[src/dmarb_ram.sv]
// Generic single-port-write, single-port-read RAM with a registered read.
// No dependencies.
module dmarb_ram #(
    parameter int WIDTH = 8,
    parameter int DEPTH = 16
) (
    input  logic                     aclk,
    input  logic                     wr_en,
    input  logic [$clog2(DEPTH)-1:0] wr_addr,
    input  logic [WIDTH-1:0]         wr_data,
    input  logic [$clog2(DEPTH)-1:0] rd_addr,
    output logic [WIDTH-1:0]         rd_data
);

    logic [WIDTH-1:0] mem [DEPTH];

    always_ff @(posedge aclk) begin
        if (wr_en) begin
            mem[wr_addr] <= wr_data;
        end
        rd_data <= mem[rd_addr];
    end

endmodule

[config.mk]
export PLATFORM = sky130hd
export DESIGN_NAME = dmarb_ram
export DESIGN_NICKNAME = d
export VERILOG_FILES = /design/src/dmarb_ram.sv
export SDC_FILE = /design/constraint.sdc
export NUM_CORES = 1
export LEC_CHECK = 0
export BUFFER_PORTS_ARGS = -buffer_cell sky130_fd_sc_hd__buf_2
export CORE_MARGIN = 5
export CORE_UTILIZATION = 55
export CTS_CLUSTER_DIAMETER = 120
export DETAILED_ROUTE_END_ITERATION = 8
export GPL_TIMING_DRIVEN = 0
export PLACE_DENSITY = 0.73
export SLEW_MARGIN = 0
export SYNTH_ARGS = -nofsm -noshare
export SYNTH_HDL_FRONTEND = slang
export SYNTH_SLANG_ARGS = --single-unit
[constraint.sdc]
create_clock -name aclk -period 1.8 [get_ports aclk]
set_input_delay 0.09 -clock aclk [delete_from_list [all_inputs] [get_ports aclk]]
set_output_delay 0.09 -clock aclk [all_outputs]
set_load 0.01 [all_outputs]
==> results of run 1 <==
[cell usage in the layout, fill, tap and decap left out, types with 4 or more instances in the layout]
cell type | synthesis | layout
mux4_1 | 14 | 14
nor3_1 | 4 | 4
clkbuf_16 | 0 | 16
edfxtp_1 | 128 | 128
nand2_1 | 9 | 9
dfxtp_1 | 8 | 8
nor2_1 | 13 | 13
mux4_2 | 18 | 18
bufinv_16 | 0 | 6
dlygate4sd3_1 | 0 | 8
a22oi_1 | 16 | 16
buf_2 | 3 | 27
[final timing paths]
path | to | slack (ns)
max | mem[0][2] | 0.22
min | rd_data[0] | 0.08
min reg2reg | rd_data[2] | 0.69
max reg2reg | rd_data[0] | 0.41
[routing by layer]
metal	vias to the layer above	track usage	wire length [µm]	share of wire
li1	1081	-	-	-
met1	1236	0.272	4230	0.43
met2	109	0.280	4690	0.47
met3	9	0.0512	830	0.084
met4	0	0.0721	130	0.013
met5	-	0	0	0
[power groups by stage]
stage / combinational (mW) / sequential, mW / clock (mW)
3_5_place_dp: 0.341 / 3.62 / 0
3_3_place_gp: 0.332 / 3.62 / 0
5_1_grt: 0.382 / 3.56 / 3.97
4_1_cts: 0.360 / 3.56 / 3.82
2_1_floorplan: 0.180 / 3.63 / 0
6_report: 0.356 / 3.56 / 3.77
[registers in the layout (all words and copies together) (netlist names)]
signal and cells:
rd_data 8, mem 128
[worst max-delay path, cell delays in order]
cell	delay, ns
buf_2	0.12
or3b_2	0.55
nor3_1	0.95
[kinds of logic after synthesis]
family / share of synthesized area
and+or+nand+nor: 0.0318
buffers and inverters: 0.0168
AOI/OAI and AO/OA: 0.0233
DFF: 0.778
muxes: 0.150
[stage by stage]
stage                     total power, mW  instance area (µm²)  cells   util  TNS, ns
after global routing                 7.91                 6140    404  0.667        0
after detailed placement             3.96                 5410    364  0.588    -3.45
after global placement               3.95                 5410    364  0.588    -3.36
after floorplan                      3.81                 5150    229      -        0
after CTS                            7.73                 6140    404  0.667        0
final                                7.68                 6140    404  0.667        0
[area by class of cell]
type                            count  area share
Buffer                             10      0.0141
Sequential cell                   136       0.653
Multi-Input combinational cell     83       0.172
Clock inverter                     12      0.0365
Timing Repair Buffer               32      0.0326
Clock buffer                       20      0.0693
Tap cell                          111      0.0226
==> results.cfg, run 1 <==
[outcome]
outcome = finished clean

[worst_setup_path]
required_ns = 1.92
crit_path_start = wr_addr[2]
r2r_start = mem[15][0]
r2r_cells = 3
path_class = in -> reg
worstPathArrival_ns = 1.70
critPathLaunchType = primary input
cp-end-kind = flop
crit_path_max_fanout = 8

[yosys]
synth_area_leaders = edfxtp_1, mux4_2, mux4_1
yosysSeqAreaShare = 0.778
ys_warn_count = 0
yosys.area.top_type = edfxtp_1
synthTopCellsByCount = edfxtp_1, mux4_2, a22oi_1
synth_area_um2 = 5150
synth.avg_cell_area_um2 = 22.5
synth_edf_count = 128
yosysTopAreaCellShare = 0.747
synth_nets = 247
ys_ff_latch = 136
synth.most_common_cell = edfxtp_1
synth_flop_cell = edfxtp_1
synth_cell_type_count = 19
async_flop_share = 0
syn_inst = 229

[floorplan]
rows = 35
die_w_um = 107
coreArea_um2 = 9200
die_y_um = 107
io_pins = 26
start_util = 0.560
die_area_um2 = 11400

[power]
ir_worst_vdd_v = 0.000726
seqPwrFrac = 0.463
p_int_mw = 6.22
p_leak_nw = 2.08
powerDensity_nw_per_um2 = 1250
switchingPower_mw = 1.46
combPwrFrac = 0.046
netSwitchingFraction = 0.190
p_clk_frac = 0.491

[clock_tree]
cts_tree = yes
clk_path_buf_depth = 2
cts_resized = 0
hold_buffers = 8
htreeDepth = 4
root_buffer = clkbuf_8
path_clk_slew_ns = 0.06
post-cts-setup-buffers = 0
clk-insertion-delay-late_ns = 0.51
cts.sinks = 136
cts_buffers = 17

[layout]
nFillCells = 590
drive_gt1_frac = 0.280
area.growth.synth_to_final_pct = 19.2
ff_latch_area_um2 = 4000
layout.nets = 298
antennaDiodeCount = 0
multiInputGateArea_um2 = 1060

[routing]
drc = 0
wl_per_cell_um = 24.5
routed_via_density = 6.03
vias = 2435
drtPass1Iterations = 7
drt_wl_total_um = 9880
ant_nets = 0
drt_iter0_drc = 223

[sta]
layout_setup_ws_ns = 0.217
clock_skew_ns = 0.00489
fmax_ghz = 0.632
rsz0062_at_grt = no
period_minus_slack_ns = 1.58
drv_slew = 0
hold_ws_ns = 0.0769
finalCritPeriodShare = 0.879
slew_headroom = 0.174
hold_violations = 0
setup_viol = 0
worst_slew_pin_slew_ns = 1.23

[global_route]
grt-ovfl-total = 0
grt_max_degree = 17
track_usage = 0.189
grt_pass1_wl_um = 14900
antenna_found_initial = 0
grt_pass1_vias = 2429

[worst_hold_path]
hold_class = in -> reg
min_from = rd_addr[1]
hold_depth = 4

[placed_design]
place_congestion = 0.733
hpwl_um = 5840
io_buffers = 24
post-place-ws_ns = -0.341

[run]
maxCapViolCount = 0
(Power assumes the default switching activity.)
==> run 2, diff against run 1 <==
- ABC_AREA: unset -> 1
- PLACE_DENSITY: 0.73 -> 0.72
==> results.cfg, run 2 <==
[sta]
finalCritPeriodShare = 0.600
fmax_ghz = 0.927
worst_slew_pin_slew_ns = 0.993
slew_headroom = 0.335
period_minus_slack_ns = 1.08
drv_slew = 0
hold_violations = 0
layout_setup_ws_ns = 0.721
hold_ws_ns = 0.00361
rsz0062_at_grt = no
setup_viol = 0
setup_tns_ns = 0
clock_skew_ns = 0.00546

[placed_design]
dpl-instance-area_um2 = 6050
hpwl_um = 8610
placed_cells = 709
post-place-ws_ns = 0.205
place_congestion = 0.933
io_buffers = 22

[run]
maxCapViolCount = 0

[layout]
reg.largest.list = mem: 128 flops, rd_data: 8 flops
final_core_util = 0.658
final_cell_mix = nand2_1, edfxtp_1, inv_1, nand3_1, buf_2
nFillCells = 759
final_area_um2 = 6760
final_common_cell = nand2_1
area.growth.synth_to_final_pct = 17.2
regMostFlops = mem
antennaDiodeCount = 0
layout.nets = 616
stdcell_count = 746
largest_register_ffs = 128
drive_gt1_frac = 0.116

[power]
powerDensity_nw_per_um2 = 1170
p_clk_frac = 0.488
netSwitchingFraction = 0.197
seqPwrFrac = 0.452
switchingPower_mw = 1.55
combPwrFrac = 0.060
p_total_mw = 7.87
ir_worst_vdd_v = 0.000598
p_int_mw = 6.32
p_leak_nw = 2.95

[global_route]
track_usage = 0.221
grt_pass1_vias = 3638
grt_max_degree = 17
grt_pass1_wl_um = 20500
grt-ovfl-total = 0
antenna_found_initial = 0

[yosys]
synth_area_leaders = edfxtp_1, nand2_1, nand3_1
synth_nets = 569
synth_flop_cell = edfxtp_1
ys_warn_count = 0
yosysSeqAreaShare = 0.694
synthTopCellsByCount = nand2_1, edfxtp_1, inv_1
synth_area_um2 = 5770
syn_inst = 551
yosysTopAreaCellShare = 0.667
synth_edf_count = 128
synth.avg_cell_area_um2 = 10.5
async_flop_share = 0
synth.most_common_cell = nand2_1
ys_ff_latch = 136
synth_cell_type_count = 12
yosys.area.top_type = edfxtp_1

[worst_setup_path]
path_cells = dlygate4sd3_1 > buf_1 > inv_1 > nand3_1 > nand2_1
path_class = in -> reg
critPathLaunchType = primary input
cp-end-kind = flop
crit_path_max_fanout = 9
cp_top_family = buffers and inverters
crit_buf_inv = 3
crit_slowest_cell = dlygate4sd3_1
required_ns = 2.20
cpPeakStageDelay_ns = 0.54
worstPathArrival_ns = 1.48

[routing]
dr_wl_met2_um = 6280
drt_iter0_drc = 455
wl_met3_um = 1310
drtPass1Iterations = 5
ant_nets = 0
drc = 0
vias = 3931
routed_via_density = 5.27
drt_wl_total_um = 13400
top_layer_used = met4
route.layer.met1.wl_um = 5630
wl_per_cell_um = 18.0

[floorplan]
die_y_um = 112
io_pins = 26
die_area_um2 = 12600
start_util = 0.561
die_w_um = 112
rows = 37
coreArea_um2 = 10300

[clock_tree]
cts_buffers = 17
cts_tree = yes
cts.sinks = 136
hold_buffers = 6
clk-insertion-delay-late_ns = 0.52
clk_path_buf_depth = 2
htreeDepth = 4
path_clk_slew_ns = 0.06
root_buffer = clkbuf_8
cts_resized = 0
post-cts-setup-buffers = 0

[worst_hold_path]
hold_class = in -> reg

[outcome]
outcome = finished clean
-- run 2: cell types whose count changed in the layout (fill, tap and decap cells not counted), sizes merged, moves of 3 or more --
cell,change
inv,+102
nand2,+164
nand3,+96
mux4,-32
clkdlybuf4s25,-3
a22oi,-16
nor3,-4
buf,+15
nor2,+4
-- run 2: path summary, 6_finish.rpt --
kind / startpoint / endpoint / slack, ns / depth (start not counted)
setup reg to reg: mem[1][3] / rd_data[3] / 0.78 / 6
hold / removal: wr_data[3] / mem[10][3] / 0.004 / 1
setup / recovery: rd_addr[3] / rd_data[4] / 0.72 / 5
hold reg to reg: mem[1][1] / rd_data[1] / 0.71 / 6
-- run 2: final cells by class --
type | count | area (µm²) | area share
flip-flops and latches | 136 | 4000 | 0.592
inverters | 102 | 383 | 0.0567
well taps | 136 | 170 | 0.0252
clock buffers | 19 | 422 | 0.0624
multi-input cells | 289 | 1210 | 0.180
plain buffers | 24 | 166 | 0.0246
repair buffers | 28 | 170 | 0.0252
clock inverters | 12 | 229 | 0.0339
-- run 2: worst register-to-register path: stages (launching register included) --
cell      delay [ns]
edfxtp_1        0.36
inv_1           0.07
nand2_1         0.05
nand3_1         0.08
nand3_1         0.13
nand3_1         0.14
nand2_1         0.09
-- run 2: power by group through the flow --
stage	Combinational, mW	Sequential [mW]	Clock (mW)
finish	0.473	3.56	3.84
CTS	0.467	3.56	3.84
floorplan	0.250	3.63	0
detailed placement	0.453	3.62	0
global route	0.517	3.56	3.98
global placement	0.445	3.62	0
-- run 2: cell families after synthesis --
| group | share of synthesized area |
|---|---|
| buffers and inverters | 0.0952 |
| DFF | 0.694 |
| and+or+nand+nor | 0.210 |
-- run 2: routing by layer --
layer,GRT usage,vias up
met4,0.0785,0
met3,0.0485,19
li1,-,1871
met1,0.314,1821
met5,0,-
met2,0.341,220
==> run 3, diff against run 2 <==
- clock period: 1.8 -> 1 ns (I/O delays scaled with it)
==> results.cfg, run 3 (synthesis results as in run 2) <==
[worst_setup_path]
path_class = reg -> out
r2r_setup_slack_ns = 0.004
cpPeakStageDelay_ns = 0.31
crit_buf_inv = 1
crit_path_max_fanout = 1
worstPathArrival_ns = 0.95
cp_top_family = flip-flops
required_ns = 0.95
crit_slowest_cell = dfxtp_1
critPathLaunchType = flop
cp-end-kind = primary output
path_cells = buf_2

[layout]
antennaDiodeCount = 0
stdcell_count = 751
nFillCells = 733
ff_latch_area_um2 = 4010
area.growth.synth_to_final_pct = 21.8
regMostFlops = mem
reg.largest.list = mem: 128 flops, rd_data: 8 flops
final_common_cell = nand2_1
layout.nets = 621
multiInputGateArea_um2 = 1410
largest_register_ffs = 128
final_cell_mix = nand2_1, edfxtp_1, inv_1, nand3_1
drive_gt1_frac = 0.193

[sta]
rsz0062_at_grt = yes
setup_viol = 0
clock_skew_ns = 0.00445
period_minus_slack_ns = 0.996
fmax_ghz = 1.00
finalCritPeriodShare = 0.996
worst_slew_pin_slew_ns = 0.940
slew_headroom = 0.371
hold_violations = 0
hold_ws_ns = 0.0538
drv_slew = 0

[floorplan]
die_area_um2 = 12600
rows = 37
die_y_um = 112
die_w_um = 112
io_pins = 26
coreArea_um2 = 10300
start_util = 0.561

[clock_tree]
path_clk_slew_ns = 0.06
cts_buffers = 17
cts.sinks = 136
post-cts-setup-buffers = 0
clk-insertion-delay-late_ns = 0.52
htreeDepth = 4
clk_path_buf_depth = 2
cts_tree = yes
root_buffer = clkbuf_8

[placed_design]
placed_cells = 709
place_congestion = 0.933
hpwl_um = 8610
io_buffers = 22

[power]
ir_worst_vdd_v = 0.00108
p_leak_nw = 3.05
powerDensity_nw_per_um2 = 2030

[worst_hold_path]
hold_class = in -> reg

[routing]
drtPass1Iterations = 5
drt_iter0_drc = 501
drc = 0
ant_nets = 0
routed_via_density = 5.30
wl_per_cell_um = 18.2
vias = 3984
drt_wl_total_um = 13700

[global_route]
antenna_found_initial = 0
track_usage = 0.224
grt.met1_usage = 0.318
grt_max_degree = 17
grt_util_met2 = 0.345
grt_pass1_vias = 3675
use_met3 = 0.0480
grt_pass1_wl_um = 20700
busiest_layer = met2
grt-ovfl-total = 0

[outcome]
outcome = finished clean

[run]
maxCapViolCount = 0
## run 3: cell types whose count changed in the layout (fill, tap and decap cells not counted), sizes merged
| cell | previous run | this run |
|---|---|---|
| buf | 46 | 45 |
| dlygate4sd3 | 6 | 11 |
| dlymetal6s4s | 0 | 1 |
## run 3: report_power, final
part,internal (mW),switching (mW),leakage [nW]
registers,6.38,0.0317,1.22
logic,0.308,0.644,1.52
clock network,4.74,2.15,0.313
total,11.4,2.82,3.05
## run 3: area by class of cell
type                       instances  area share
inverter                         102      0.0545
sequential                       136       0.570
multi-input combinational        289       0.201
tap                              136      0.0242
clock buffer                      19      0.0600
timing repair buffer              34      0.0340
clock inverter                    12      0.0326
buffer                            23      0.0232
## run 3: path summary, 6_finish.rpt
kind,depth (start not counted),to,from
min,5,rd_data[0],rd_addr[1]
min reg2reg,6,rd_data[7],mem[2][7]
max,1,rd_data[0],rd_data[0]
max reg2reg,6,rd_data[5],mem[1][5]
## run 3: through the flow
stage	util	power, mW	TNS (ns)	instance area, µm²	worst slack, ns
6_report	0.683	14.3	0	7020	0.00354
5_1_grt	0.683	14.6	-0.499	7020	-0.0390
4_1_cts	0.665	14.2	-0.132	6830	-0.0176
3_5_place_dp	0.588	7.34	-51.51	6050	-0.555
3_3_place_gp	0.588	7.32	-49.10	6050	-0.496
2_1_floorplan	-	6.99	-0.0540	5770	-0.000845
## run 3: worst reg2reg max path, stage by stage (launching register included)
cell      delay (ns)
edfxtp_1        0.37
inv_1           0.07
nand2_1         0.06
nand3_1         0.10
nand3_2         0.11
nand3_2         0.10
nand2_2         0.07
## run 3: timing repair
action,4_1_cts,5_1_grt
pin swaps,0,18
hold buffers,12,0
endpoints found under the hold margin,134,0
gates resized for setup,3,47
setup endpoints to repair,11,24
## run 3: metal layers
layer	up-vias	routed length, µm
li1	1880	-
met1	1851	5610
met2	234	6460
met3	19	1370
met4	0	231
met5	-	0
